## src/i2cm_pkg.sv

```systemverilog
`timescale 1ns / 1ps
// ----------------------------------------------------------------------------
// I2C master byte engine package
// Shared widths, operation codes and sequencer phase codes.
// ----------------------------------------------------------------------------
package i2cm_pkg;

   localparam int UNIT_W  = 8;
   localparam int DELAY_W = 10;
   localparam int BYTE_W  = 8;
   localparam int BITC_W  = 4;

   // Reset value of the timing unit register.
   localparam logic [UNIT_W-1:0] UNIT_TICKS_RESET = 8'h01;

   typedef enum logic [2:0] {
      OP_START        = 3'd0,
      OP_RSTART       = 3'd1,
      OP_STOP         = 3'd2,
      OP_WRITE        = 3'd3,
      OP_READ_ACK     = 3'd4,
      OP_READ_NACK    = 3'd5,
      OP_WRITE_NACKED = 3'd6
   } op_type;

   typedef enum logic [4:0] {
      PH_IDLE   = 5'd0,
      PH_ST_A   = 5'd1,
      PH_ST_B   = 5'd2,
      PH_ST_C   = 5'd3,
      PH_RS_A   = 5'd4,
      PH_RS_B   = 5'd5,
      PH_RS_C   = 5'd6,
      PH_RS_D   = 5'd7,
      PH_RS_E   = 5'd8,
      PH_RS_F   = 5'd9,
      PH_RS_G   = 5'd10,
      PH_SP_A   = 5'd11,
      PH_SP_B   = 5'd12,
      PH_CK_LO1 = 5'd13,
      PH_CK_HI  = 5'd14,
      PH_CK_LO2 = 5'd15,
      PH_AK_A   = 5'd16,
      PH_AK_B   = 5'd17,
      PH_AK_C   = 5'd18,
      PH_AK_D   = 5'd19
   } phase_type;

endpackage

```

## src/i2cm_if.sv

```systemverilog
`timescale 1ns / 1ps
// ----------------------------------------------------------------------------
// I2C master byte engine channel interfaces
// Tick request channel, bus result channel and timing register write channel.
// ----------------------------------------------------------------------------
interface i2cm_req_if;
   import i2cm_pkg::*;
   logic              valid;
   logic              ready;
   logic              cmd_valid;
   logic [2:0]        op;
   logic [BYTE_W-1:0] tx_byte;
   logic              sda_in;

   modport source (output valid, cmd_valid, op, tx_byte, sda_in, input ready);
   modport sink   (input valid, cmd_valid, op, tx_byte, sda_in, output ready);
endinterface

interface i2cm_rsp_if;
   import i2cm_pkg::*;
   logic              valid;
   logic              ready;
   logic              scl_level;
   logic              sda_release;
   logic              busy_res;
   logic              cmd_done;
   logic [BYTE_W-1:0] rx_byte;
   logic              ack_error;

   modport source (output valid, scl_level, sda_release, busy_res, cmd_done,
                   rx_byte, ack_error, input ready);
   modport sink   (input valid, scl_level, sda_release, busy_res, cmd_done,
                   rx_byte, ack_error, output ready);
endinterface

interface i2cm_csr_if;
   import i2cm_pkg::*;
   logic              valid;
   logic              ready;
   logic [UNIT_W-1:0] data;

   modport source (output valid, data, input ready);
   modport sink   (input valid, data, output ready);
endinterface

```

## src/i2c_master_byte_engine.sv

```systemverilog
`timescale 1ns / 1ps
// ----------------------------------------------------------------------------
// I2C master byte engine
// Tick-driven I2C bus master: start, repeated start, stop, byte write with
// ACK check and automatic stop on NACK, byte read with ACK or NACK.
// ----------------------------------------------------------------------------
//
//   Channel    Direction  Word carried
//   ---------  ---------  ---------------------------------------------------
//   req_chan   in         one bus tick: optional command, byte, sampled SDA
//   rsp_chan   out        SCL/SDA drive, busy, done, received byte, ACK error
//   csr_chan   in         ticks per 5 us timing unit (write only)
//
// Every accepted request word is one tick of the bus sequencer and produces
// exactly one response word. The whole update is one pass of combinational
// logic from the state registers and the request word into the state and the
// response register, so a word is taken in every cycle while no response is stalled.
// The response register frees the request side: a new word is accepted while
// the previous response is still held, provided it is taken in the same cycle.
// Reset is synchronous and active high; it idles the sequencer, releases both
// bus lines and sets the timing unit to one tick.
//
module i2c_master_byte_engine (
   input  logic       clock,
   input  logic       reset,
   i2cm_req_if.sink   req_chan,
   i2cm_rsp_if.source rsp_chan,
   i2cm_csr_if.sink   csr_chan
);
   import i2cm_pkg::*;

   // Sequencer state.
   phase_type          phase_ff, phase_in;
   logic [BITC_W-1:0]  bit_count_ff, bit_count_in;
   logic [BYTE_W-1:0]  shift_reg_ff, shift_reg_in;
   logic [DELAY_W-1:0] delay_count_ff, delay_count_in;
   op_type             current_op_ff, current_op_in;
   logic               scl_reg_ff, scl_reg_in;
   logic               sda_reg_ff, sda_reg_in;
   logic [UNIT_W-1:0]  unit_ticks_ff;

   // Result of this tick.
   logic               done;

   // Response register.
   logic               rsp_valid_ff, rsp_valid_in;
   logic               rsp_scl_ff, rsp_sda_ff, rsp_busy_ff, rsp_done_ff, rsp_err_ff;
   logic [BYTE_W-1:0]  rsp_rx_ff;
   logic               rsp_busy_in, rsp_err_in;
   logic [BYTE_W-1:0]  rsp_rx_in;

   logic               req_fire;
   logic [UNIT_W-1:0]  unit_eff;
   logic [DELAY_W-1:0] dly1, dly2, dly4, dly_dec;
   logic               is_read;
   logic [BITC_W-1:0]  bit_count_inc;
   op_type             req_op;

   assign csr_chan.ready = 1'b1;
   assign req_chan.ready = !rsp_valid_ff || rsp_chan.ready;
   assign req_fire       = req_chan.valid && req_chan.ready;
   assign req_op         = op_type'(req_chan.op);

   // A zero timing unit behaves as one tick. Every wait is 1, 2 or 4 units,
   // so the wait lengths are plain shifts of the unit.
   assign unit_eff = (unit_ticks_ff == '0) ? UNIT_W'(1) : unit_ticks_ff;
   assign dly1     = DELAY_W'(unit_eff);
   assign dly2     = DELAY_W'({unit_eff, 1'b0});
   assign dly4     = DELAY_W'({unit_eff, 2'b00});
   assign dly_dec  = (delay_count_ff != '0) ? delay_count_ff - DELAY_W'(1)
                                            : delay_count_ff;

   assign is_read       = (current_op_ff == OP_READ_ACK) || (current_op_ff == OP_READ_NACK);
   assign bit_count_inc = bit_count_ff + BITC_W'(1);

   // Next-state logic: command start when idle, otherwise count the wait down
   // and take the next bus step when it runs out.
   always_comb begin
      phase_in       = phase_ff;
      bit_count_in   = bit_count_ff;
      shift_reg_in   = shift_reg_ff;
      delay_count_in = delay_count_ff;
      current_op_in  = current_op_ff;
      scl_reg_in     = scl_reg_ff;
      sda_reg_in     = sda_reg_ff;
      done           = 1'b0;

      if (phase_ff == PH_IDLE) begin
         if (req_chan.cmd_valid && (req_op <= OP_READ_NACK)) begin
            current_op_in = req_op;
            case (req_op)
               OP_START: begin
                  sda_reg_in = 1'b1;
                  scl_reg_in = 1'b1;
                  phase_in = PH_ST_A;
                  delay_count_in = dly4;
               end
               OP_RSTART: begin
                  phase_in = PH_RS_A;
                  delay_count_in = dly4;
               end
               OP_STOP: begin
                  sda_reg_in = 1'b0;
                  phase_in = PH_SP_A;
                  delay_count_in = dly2;
               end
               OP_WRITE: begin
                  shift_reg_in = req_chan.tx_byte;
                  bit_count_in = '0;
                  sda_reg_in = req_chan.tx_byte[BYTE_W-1];
                  phase_in = PH_CK_LO1;
                  delay_count_in = dly1;
               end
               default: begin
                  // Both reads start with SDA released and an empty shifter.
                  shift_reg_in = '0;
                  bit_count_in = '0;
                  sda_reg_in = 1'b1;
                  phase_in = PH_CK_LO1;
                  delay_count_in = dly1;
               end
            endcase
         end
      end else begin
         delay_count_in = dly_dec;
         if (dly_dec == '0) begin
            case (phase_ff)
               PH_ST_A: begin
                  sda_reg_in = 1'b0;
                  phase_in = PH_ST_B;
                  delay_count_in = dly2;
               end
               PH_ST_B: begin
                  scl_reg_in = 1'b0;
                  phase_in = PH_ST_C;
                  delay_count_in = dly2;
               end
               PH_RS_A: begin
                  phase_in = PH_RS_B;
                  delay_count_in = dly4;
               end
               PH_RS_B: begin
                  sda_reg_in = 1'b1;
                  phase_in = PH_RS_C;
                  delay_count_in = dly2;
               end
               PH_RS_C: begin
                  scl_reg_in = 1'b1;
                  phase_in = PH_RS_D;
                  delay_count_in = dly4;
               end
               PH_RS_D: begin
                  phase_in = PH_RS_E;
                  delay_count_in = dly4;
               end
               PH_RS_E: begin
                  sda_reg_in = 1'b0;
                  phase_in = PH_RS_F;
                  delay_count_in = dly2;
               end
               PH_RS_F: begin
                  scl_reg_in = 1'b0;
                  phase_in = PH_RS_G;
                  delay_count_in = dly2;
               end
               PH_SP_A: begin
                  scl_reg_in = 1'b1;
                  phase_in = PH_SP_B;
                  delay_count_in = dly2;
               end
               PH_SP_B: begin
                  sda_reg_in = 1'b1;
                  done = 1'b1;
               end
               PH_CK_LO1: begin
                  // Read data is sampled as SCL is released.
                  if (is_read && (bit_count_ff < BITC_W'(8))) begin
                     shift_reg_in = {shift_reg_ff[BYTE_W-2:0], req_chan.sda_in};
                  end
                  scl_reg_in = 1'b1;
                  phase_in = PH_CK_HI;
                  delay_count_in = dly2;
               end
               PH_CK_HI: begin
                  scl_reg_in = 1'b0;
                  phase_in = PH_CK_LO2;
                  delay_count_in = dly1;
               end
               PH_CK_LO2: begin
                  bit_count_in = bit_count_inc;
                  if (!is_read) begin
                     if (bit_count_inc < BITC_W'(8)) begin
                        shift_reg_in = {shift_reg_ff[BYTE_W-2:0], 1'b0};
                        sda_reg_in = shift_reg_ff[BYTE_W-2];
                        phase_in = PH_CK_LO1;
                        delay_count_in = dly1;
                     end else begin
                        sda_reg_in = 1'b1;
                        phase_in = PH_AK_A;
                        delay_count_in = dly1;
                     end
                  end else if (bit_count_inc < BITC_W'(8)) begin
                     phase_in = PH_CK_LO1;
                     delay_count_in = dly1;
                  end else if (bit_count_inc == BITC_W'(8)) begin
                     // Ninth clock: drive ACK low, or leave SDA released for NACK.
                     sda_reg_in = (current_op_ff == OP_READ_NACK);
                     phase_in = PH_CK_LO1;
                     delay_count_in = dly1;
                  end else begin
                     if (current_op_ff == OP_READ_NACK) begin
                        sda_reg_in = 1'b0;
                     end
                     done = 1'b1;
                  end
               end
               PH_AK_A: begin
                  scl_reg_in = 1'b1;
                  phase_in = PH_AK_B;
                  delay_count_in = dly1;
               end
               PH_AK_B: begin
                  // SDA still high while SCL is high means the slave refused the byte.
                  if (req_chan.sda_in) begin
                     current_op_in = OP_WRITE_NACKED;
                  end
                  phase_in = PH_AK_C;
                  delay_count_in = dly1;
               end
               PH_AK_C: begin
                  scl_reg_in = 1'b0;
                  phase_in = PH_AK_D;
                  delay_count_in = dly1;
               end
               PH_AK_D: begin
                  sda_reg_in = 1'b0;
                  if (current_op_ff == OP_WRITE_NACKED) begin
                     phase_in = PH_SP_A;
                     delay_count_in = dly2;
                  end else begin
                     done = 1'b1;
                  end
               end
               default: begin
                  // End of the last hold of a start or repeated start.
                  done = 1'b1;
               end
            endcase
            if (done) begin
               phase_in = PH_IDLE;
               delay_count_in = '0;
            end
         end
      end
   end

   // Output logic: response word for this tick.
   always_comb begin
      rsp_busy_in  = (phase_in != PH_IDLE);
      rsp_rx_in    = (done && is_read) ? shift_reg_in : '0;
      rsp_err_in   = done && (current_op_ff == OP_WRITE_NACKED);
      rsp_valid_in = rsp_valid_ff;
      if (req_fire) begin
         rsp_valid_in = 1'b1;
      end else if (rsp_chan.ready) begin
         rsp_valid_in = 1'b0;
      end
   end

   always_ff @(posedge clock) begin
      if (reset) begin
         phase_ff       <= PH_IDLE;
         bit_count_ff   <= '0;
         shift_reg_ff   <= '0;
         delay_count_ff <= '0;
         current_op_ff  <= OP_START;
         scl_reg_ff     <= 1'b1;
         sda_reg_ff     <= 1'b1;
         unit_ticks_ff  <= UNIT_TICKS_RESET;
         rsp_valid_ff   <= 1'b0;
      end else begin
         rsp_valid_ff <= rsp_valid_in;
         if (csr_chan.valid) begin
            unit_ticks_ff <= csr_chan.data;
         end
         if (req_fire) begin
            phase_ff       <= phase_in;
            bit_count_ff   <= bit_count_in;
            shift_reg_ff   <= shift_reg_in;
            delay_count_ff <= delay_count_in;
            current_op_ff  <= current_op_in;
            scl_reg_ff     <= scl_reg_in;
            sda_reg_ff     <= sda_reg_in;
         end
      end
   end

   always_ff @(posedge clock) begin
      if (req_fire) begin
         rsp_scl_ff  <= scl_reg_in;
         rsp_sda_ff  <= sda_reg_in;
         rsp_busy_ff <= rsp_busy_in;
         rsp_done_ff <= done;
         rsp_rx_ff   <= rsp_rx_in;
         rsp_err_ff  <= rsp_err_in;
      end
   end

   assign rsp_chan.valid       = rsp_valid_ff;
   assign rsp_chan.scl_level   = rsp_scl_ff;
   assign rsp_chan.sda_release = rsp_sda_ff;
   assign rsp_chan.busy_res    = rsp_busy_ff;
   assign rsp_chan.cmd_done    = rsp_done_ff;
   assign rsp_chan.rx_byte     = rsp_rx_ff;
   assign rsp_chan.ack_error   = rsp_err_ff;

endmodule
```

## src/flat_wrapper.sv

```systemverilog
// flat-port wrapper written by rule: the top's interface ports become plain ports
module i2c_master_byte_engine_flat import i2cm_pkg::*;
  (clock, reset, req_chan_valid, req_chan_cmd_valid, req_chan_op, req_chan_tx_byte, req_chan_sda_in, req_chan_ready, rsp_chan_valid, rsp_chan_scl_level, rsp_chan_sda_release, rsp_chan_busy_res, rsp_chan_cmd_done, rsp_chan_rx_byte, rsp_chan_ack_error, rsp_chan_ready, csr_chan_valid, csr_chan_data, csr_chan_ready);
  i2cm_req_if req_chan_i ();
  i2cm_rsp_if rsp_chan_i ();
  i2cm_csr_if csr_chan_i ();
  input  logic clock;
  input  logic reset;
  input wire logic [$bits(req_chan_i.valid)-1:0] req_chan_valid;
  input wire logic [$bits(req_chan_i.cmd_valid)-1:0] req_chan_cmd_valid;
  input wire logic [$bits(req_chan_i.op)-1:0] req_chan_op;
  input wire logic [$bits(req_chan_i.tx_byte)-1:0] req_chan_tx_byte;
  input wire logic [$bits(req_chan_i.sda_in)-1:0] req_chan_sda_in;
  output wire logic [$bits(req_chan_i.ready)-1:0] req_chan_ready;
  output wire logic [$bits(rsp_chan_i.valid)-1:0] rsp_chan_valid;
  output wire logic [$bits(rsp_chan_i.scl_level)-1:0] rsp_chan_scl_level;
  output wire logic [$bits(rsp_chan_i.sda_release)-1:0] rsp_chan_sda_release;
  output wire logic [$bits(rsp_chan_i.busy_res)-1:0] rsp_chan_busy_res;
  output wire logic [$bits(rsp_chan_i.cmd_done)-1:0] rsp_chan_cmd_done;
  output wire logic [$bits(rsp_chan_i.rx_byte)-1:0] rsp_chan_rx_byte;
  output wire logic [$bits(rsp_chan_i.ack_error)-1:0] rsp_chan_ack_error;
  input wire logic [$bits(rsp_chan_i.ready)-1:0] rsp_chan_ready;
  input wire logic [$bits(csr_chan_i.valid)-1:0] csr_chan_valid;
  input wire logic [$bits(csr_chan_i.data)-1:0] csr_chan_data;
  output wire logic [$bits(csr_chan_i.ready)-1:0] csr_chan_ready;
  assign req_chan_i.valid = req_chan_valid;
  assign req_chan_i.cmd_valid = req_chan_cmd_valid;
  assign req_chan_i.op = req_chan_op;
  assign req_chan_i.tx_byte = req_chan_tx_byte;
  assign req_chan_i.sda_in = req_chan_sda_in;
  assign req_chan_ready = req_chan_i.ready;
  assign rsp_chan_valid = rsp_chan_i.valid;
  assign rsp_chan_scl_level = rsp_chan_i.scl_level;
  assign rsp_chan_sda_release = rsp_chan_i.sda_release;
  assign rsp_chan_busy_res = rsp_chan_i.busy_res;
  assign rsp_chan_cmd_done = rsp_chan_i.cmd_done;
  assign rsp_chan_rx_byte = rsp_chan_i.rx_byte;
  assign rsp_chan_ack_error = rsp_chan_i.ack_error;
  assign rsp_chan_i.ready = rsp_chan_ready;
  assign csr_chan_i.valid = csr_chan_valid;
  assign csr_chan_i.data = csr_chan_data;
  assign csr_chan_ready = csr_chan_i.ready;
  i2c_master_byte_engine u_core (.clock(clock), .reset(reset), .req_chan(req_chan_i), .rsp_chan(rsp_chan_i), .csr_chan(csr_chan_i));
endmodule
```

## config.mk

```make
export PLATFORM = sky130hd
export DESIGN_NAME = i2c_master_byte_engine_flat
export DESIGN_NICKNAME = d
export VERILOG_FILES = /design/src/i2cm_pkg.sv /design/src/i2cm_if.sv /design/src/i2c_master_byte_engine.sv /design/src/flat_wrapper.sv
export SDC_FILE = /design/constraint.sdc
export NUM_CORES = 1
export LEC_CHECK = 0
export BUFFER_PORTS_ARGS = -buffer_cell sky130_fd_sc_hd__buf_2
export CAP_MARGIN = 5
export CORE_ASPECT_RATIO = 0.7
export CORE_MARGIN = 2
export CORE_UTILIZATION = 33
export DETAILED_ROUTE_END_ITERATION = 8
export PLACE_DENSITY_LB_ADDON = 0.2
export SLEW_MARGIN = 10
export SYNTH_ARGS = -nofsm -noshare
export SYNTH_HDL_FRONTEND = slang
export SYNTH_SLANG_ARGS = --single-unit
```

## constraint.sdc

```tcl
create_clock -name clock -period 2.85 [get_ports clock]
set_input_delay 0.4275 -clock clock [delete_from_list [all_inputs] [get_ports clock]]
set_output_delay 0.4275 -clock clock [all_outputs]
set_load 0.05 [all_outputs]
```

Yosys cells after proc, flatten, opt, wreduce, memory -nomap -nowiden
Index checks and enable logic that the tools add are counted.
- bits in registers: 54
- output and inout bits: 16
- word-level logic and storage cells: 145
- add/sub/neg operators: 2
- order comparisons: 3
- equal/unequal tests: 26
- mux-type cells: 67
- reductions and logical operators: 32
- operators with widths (operator ; number):
    2-to-1 mux 10 bit ; 9
    case mux 5 bit (16 select lines) ; 1
    2-to-1 mux 8 bit ; 7
    case mux 10 bit (5 select lines) ; 1
    2-to-1 mux 5 bit ; 9
    == test 5 x 4 -> 1 bit, second input constant ; 7
    case mux 8 bit (2 select lines) ; 2
    2-to-1 mux 1 bit ; 22
    == test 5 x 3 -> 1 bit, second input constant ; 4
    == test 5 bit, second input constant ; 4
    2-to-1 mux 4 bit ; 5
    case mux 10 bit (2 select lines) ; 1
    2-to-1 mux 3 bit ; 5
    OR reduction 14 bit ; 1
    case mux 4 bit (3 select lines) ; 1
    OR reduction 4 bit ; 3
    logical NOT 10 bit ; 1
    AND reduction 5 bit ; 2
    nonzero test 10 bit ; 1
    nonzero test 2 bit ; 5
    subtractor 10 x 1 -> 10 bit, second input constant ; 1
    == test 3 bit, second input constant ; 3
    case mux 1 bit (3 select lines) ; 3
    OR reduction 3 bit ; 3
    other kinds (20) ; 29

Depth between registers and ports, before layout
- depth in word-level cells: 12
- gate-level depth with buffers: 13
- depth with buffers taken out: 9

Worst setup path before layout
Ideal clock, no wire load.
- path type: reg2reg
- start point: register u_core.delay_count_ff[0]
- end point: register u_core.rsp_busy_ff (netlist: u_core.rsp_chan.busy_res), data pin
- setup time: 0.269 ns
- arrival time: 2.746 ns
- slack: -0.165 ns
- cell stages (with the launch flop): 13
- buffers on the path: 3
- period minus slack after synthesis: 3.015 ns
- cell sequence: dfxtp_1 > buf_2 > inv_1 > ha_1 > clkbuf_1 > inv_1 > o41ai_4 > a31oi_1 > or4_1 > buf_6 > a41o_1 > a211oi_1 > nand4_1
- word-level cells in the longest chain between the ends: 6
- elaborated cells between the ends (all ways): 7
- classes of those cells: add/sub: 1; mux: 3; reduce/logical: 3
- ends and longest elaborated chain (item ; line ; source):
    from (decl) ; i2c_master_byte_engine.sv:36 ; logic [DELAY_W-1:0] delay_count_ff, delay_count_in;
    from (signal assigned) ; i2c_master_byte_engine.sv:290 ; delay_count_ff <= delay_count_in;
    subtractor 10 x 1 -> 10 bit / nonzero test 10 bit (equally long branches) ; i2c_master_byte_engine.sv:70 ; assign dly_dec = (delay_count_ff != '0) ? delay_count_ff - DELAY_W'(1)
    2-to-1 mux 10 bit * ; i2c_master_byte_engine.sv:70 ;
    logical NOT 10 bit * ; i2c_master_byte_engine.sv:126 ; if (dly_dec == '0) begin
    2-to-1 mux 5 bit * ; i2c_master_byte_engine.sv:126 ;
    2-to-1 mux 5 bit * ; i2c_master_byte_engine.sv:88 ; if (phase_ff == PH_IDLE) begin
    nonzero test 5 bit * ; i2c_master_byte_engine.sv:259 ; rsp_busy_in = (phase_in != PH_IDLE);
    via u_core.rsp_busy_in ; i2c_master_byte_engine.sv:49 ; logic rsp_busy_in, rsp_err_in;
    to (signal assigned) ; i2c_master_byte_engine.sv:302 ; rsp_busy_ff <= rsp_busy_in;
    to (decl) ; i2c_master_byte_engine.sv:47 ; logic rsp_scl_ff, rsp_sda_ff, rsp_busy_ff, rsp_done_ff, rsp_err_ff;
Mark *: on every way through the listed nets, which the timed path passes. The rest lies on a longest branch.
A chain may end at the register's enable or synchronous reset.

Worst setup path after layout
- start point: register u_core.delay_count_ff[2]
- end point: register u_core.shift_reg_ff[2]
- word-level cells in the longest chain between the ends: 5
- elaborated cells between the ends (all ways): 6
- classes of those cells: add/sub: 1; mux: 3; reduce/logical: 2
- ends and longest elaborated chain (item ; line ; source):
    subtractor 10 x 1 -> 10 bit / nonzero test 10 bit (equally long branches) ; i2c_master_byte_engine.sv:70 ;
    2-to-1 mux 10 bit * ; i2c_master_byte_engine.sv:70 ;
    logical NOT 10 bit * ; i2c_master_byte_engine.sv:126 ;
    2-to-1 mux 8 bit * ; i2c_master_byte_engine.sv:126 ;
    2-to-1 mux 8 bit * ; i2c_master_byte_engine.sv:88 ;
    to (signal assigned) ; i2c_master_byte_engine.sv:289 ; shift_reg_ff <= shift_reg_in;
    to (decl) ; i2c_master_byte_engine.sv:35 ; logic [BYTE_W-1:0] shift_reg_ff, shift_reg_in;
Mark *: on every way between the ends. The rest lies on a longest branch, timed or not.

==> results.py <==
metrics = {
    "status": {
        "status": "finished clean",
    },
    "route": {
        "drtPass1Iterations": 5,
        "drc_errors": 0,
        "drt_iter0_markers": 578,
        "wl_per_cell_um": 18.78,
        "wirelength_mm": 13.97,
        "avgViaCountPerCell": 6.001,
        "vias": 4465,
        "ant_nets": 0,
    },
    "global_routing": {
        "gr-usage-all-layers_pct": 20.58,
        "antenna_found_initial": 0,
        "grt_max_degree": 30,
        "overflow": 0,
        "grt_pass1_vias": 3945,
        "grt_pass1_wl_mm": 21.68,
    },
    "yosys": {
        "synth_edf_count": 13,
        "ys_ff_latch": 54,
        "synthDistinctLibCells": 79,
        "synthMuxAreaShare_pct": 4.423,
        "synthFlopType": "dfxtp_1",
        "syn_inst": 517,
        "async_flop_share_pct": 0,
        "synth_area_um2": 4074,
        "yosysSeqAreaShare_pct": 29.73,
        "synth-compound-area-share_pct": 32.06,
        "yosys_warnings": 0,
        "syn_nets": 545,
        "synthAdderAreaFrac_pct": 0.6143,
        "synth_xor_area_share_pct": 1.290,
        "avgSynthCellArea_um2": 7.880,
        "synth-simple-area-share_pct": 24.69,
        "synth_top_family_by_area": "compound AO/OA/AOI/OAI gates",
    },
    "timing": {
        "period_share_pct": 96.93,
        "clock_skew_ps": 6.475,
        "rsz0062_at_grt": "true",
        "fin_crit_ps": 2762,
        "tightest_slew_ps": 1168,
        "hold_violations": 0,
        "finalMaxSlewViolations": 0,
        "hold_slack_ps": 340.1,
        "relSlewSlack_pct": 20.14,
        "max_freq_mhz": 362.0,
        "finalSetupViolCount": 0,
    },
    "critical_path": {
        "crit_path_end": "u_core.shift_reg_ff[2]",
        "worstPathArrival_ps": 2950,
        "crit_path_end_kind": "flip-flop",
        "r2r_slack_ps": 90,
        "cp_num_buf_inv": 3,
        "cp.required_ps": 3040,
        "r2r_end": "u_core.shift_reg_ff[2]",
        "slowest_delay_ps": 600,
        "setup.worst_path.start": "u_core.delay_count_ff[2]",
        "worst_setup_path_start_kind": "flip-flop",
        "rr_worst_depth": 10,
        "crit_family": "compound AO/OA/AOI/OAI gates",
        "cp_max_fo": 6,
        "timing.rr.start": "u_core.delay_count_ff[2]",
        "crit_path_cell_trace": "or4_4 -> o41ai_4 -> a31oi_2 -> buf_4 -> nor4_4 -> buf_6 -> buf_4 -> a21oi_2 -> o41a_1 -> o2bb2ai_1",
        "crit_slowest_cell": "or4_4",
        "crit_type": "flip-flop to flip-flop",
        "crit_top_cell": "buf_4",
        "path_depth": 10,
    },
    "clocking": {
        "cts_tree": "built",
        "numCtsBuffers": 5,
        "clock-sinks": 54,
        "root_buffer": "clkbuf_16",
        "worstSkewPairLatency_ps": 300,
        "path_clk_slew_ps": 70,
        "postCtsHoldBufs": 0,
        "htreeDepth": 2,
        "clockBufferDepth": 2,
    },
    "cells_and_area": {
        "syn_to_final_growth_pct": 26.97,
        "final_common_cell": "buf_4",
        "finalNetCount": 614,
        "fin_area_um2": 5172,
        "fill_cells": 1230,
        "final_cell_mix": "buf_4, nor2_1, buf_2",
        "antenna_cells": 0,
        "seq_area_um2": 1214,
        "multi_input_area_um2": 2771,
        "layout-drive-gt1-share_pct": 28.28,
    },
    "die": {
        "core_um2": 11890,
        "start_util_pct": 34.26,
        "dieWidth_um": 136.8,
        "rows": 33,
        "ios": 42,
        "design.die.area_um2": 13260,
        "die_h_um": 96.96,
    },
    "power": {
        "peakVddDrop_mv": 0.2249,
        "p_leak_nw": 1.920,
        "p_per_area_nw_per_um2": 528.2,
    },
    "placed_design": {
        "gp_congestion": 0.8898,
        "placed_area_um2": 4768,
        "dp_hpwl_mm": 10.33,
        "io_buffers": 40,
    },
    "run": {
        "cap_violations": 0,
    },
    "worst_hold_path": {
        "hp-class": "primary input to flip-flop",
    },
}
where the power goes:
part	total [W]	leakage, nW	internal, W	switching (W)
Combinational	0.00113	1.37	0.000477	0.000650
Clock	0.000714	0.0842	0.000417	0.000297
Sequential	0.000891	0.461	0.000831	0.0000597
cell usage after synthesis (7+ instances only):
master	instances	area, um2
o21ai_0	40	200.2
inv_1	15	56.30
nor2_1	47	176.4
nor4_1	7	43.79
nor3_1	21	105.1
nand2_1	39	146.4
nand4_1	7	43.79
buf_1	8	30.03
dfxtp_1	41	820.8
clkbuf_1	29	108.9
mux2i_1	18	180.2
and3_1	7	43.79
nand3_1	15	75.07
edfxtp_1	13	390.4
a31oi_1	12	75.07
nand2b_1	10	62.56
a21oi_1	38	190.2
a211oi_1	10	75.07
through the flow:
step	setup TNS [ps]	instances	worst slack, ps	total power, W	utilization [%]
6_report	0	744	87.56	0.002732	43.50
5_1_grt	-43.26	744	-19.59	0.002858	43.50
4_1_cts	0	739	18.49	0.002645	41.75
3_5_place_dp	-209.2	731	-209.2	0.001918	40.10
3_3_place_gp	-124.2	731	-123.1	0.001921	40.10
2_1_floorplan	0	517	10.04	0.001547	-
layout make-up:
| type | instances | area share [%] |
|---|---|---|
| Multi-Input combinational cell | 399 | 53.58 |
| Sequential cell | 54 | 23.46 |
| Timing Repair Buffer | 110 | 14.68 |
| Tap cell | 157 | 3.798 |
| Clock buffer | 5 | 2.419 |
| Inverter | 16 | 1.209 |
| Clock inverter | 3 | 0.8466 |
per-layer routing:
metal | up-vias | global-route usage [%] | share of wire [%] | wire length, um
li1 | 2106 | - | - | -
met1 | 2121 | 33.84 | 50 | 6995
met2 | 228 | 27.35 | 40 | 5651
met3 | 10 | 3.564 | 8.9 | 1242
met4 | 0 | 3.648 | 0.60 | 84
met5 | - | 0 | 0 | 0
worst min-delay path: stages:
cell	delay (ps)
buf_2	70
mux2i_1	50
nand2_1	60
registers in the layout, indices dropped and copies added (netlist names):
register	flops
u_core.bit_count_ff	4
u_core.current_op_ff	3
u_core.delay_count_ff	10
u_core.phase_ff	5
u_core.rsp_chan.ack_error	1
u_core.rsp_chan.busy_res	1
u_core.rsp_chan.cmd_done	1
u_core.rsp_chan.rx_byte	8
u_core.rsp_chan.scl_level	1
u_core.rsp_chan.sda_release	1
u_core.rsp_chan.valid	1
u_core.scl_reg_ff	1
u_core.sda_reg_ff	1
u_core.shift_reg_ff	8
u_core.unit_ticks_ff	8
worst min-delay path by stage:
stage	start	to	slack, ps	depth (start not counted)
floorplan	u_core.unit_ticks_ff[0]	u_core.unit_ticks_ff[0]	440	2
global placement	u_core.unit_ticks_ff[0]	u_core.unit_ticks_ff[0]	460	2
detailed placement	u_core.unit_ticks_ff[0]	u_core.unit_ticks_ff[0]	470	2
CTS	csr_chan_data[0]	u_core.unit_ticks_ff[0]	340	3
global route	csr_chan_data[0]	u_core.unit_ticks_ff[0]	370	3
finish	csr_chan_data[0]	u_core.unit_ticks_ff[0]	340	3
repair_timing:
action / in CTS / in global routing
resized for setup: 5 / 31
pin swaps: 2 / 8
endpoints found under the setup margin: 6 / 28
buffers inserted: 0 / 4
gates cloned: 0 / 1
kinds of logic (layout without fill, tap and decap cells):
family,Yosys count,in the layout
other cells,1,1
buf+inv,64,134
mux,18,18
flops,54,54
fa+ha+maj,2,2
xor+xnor,6,6
compound gates,183,183
simple gates,189,189
Power figures use the tool's default switching activity.
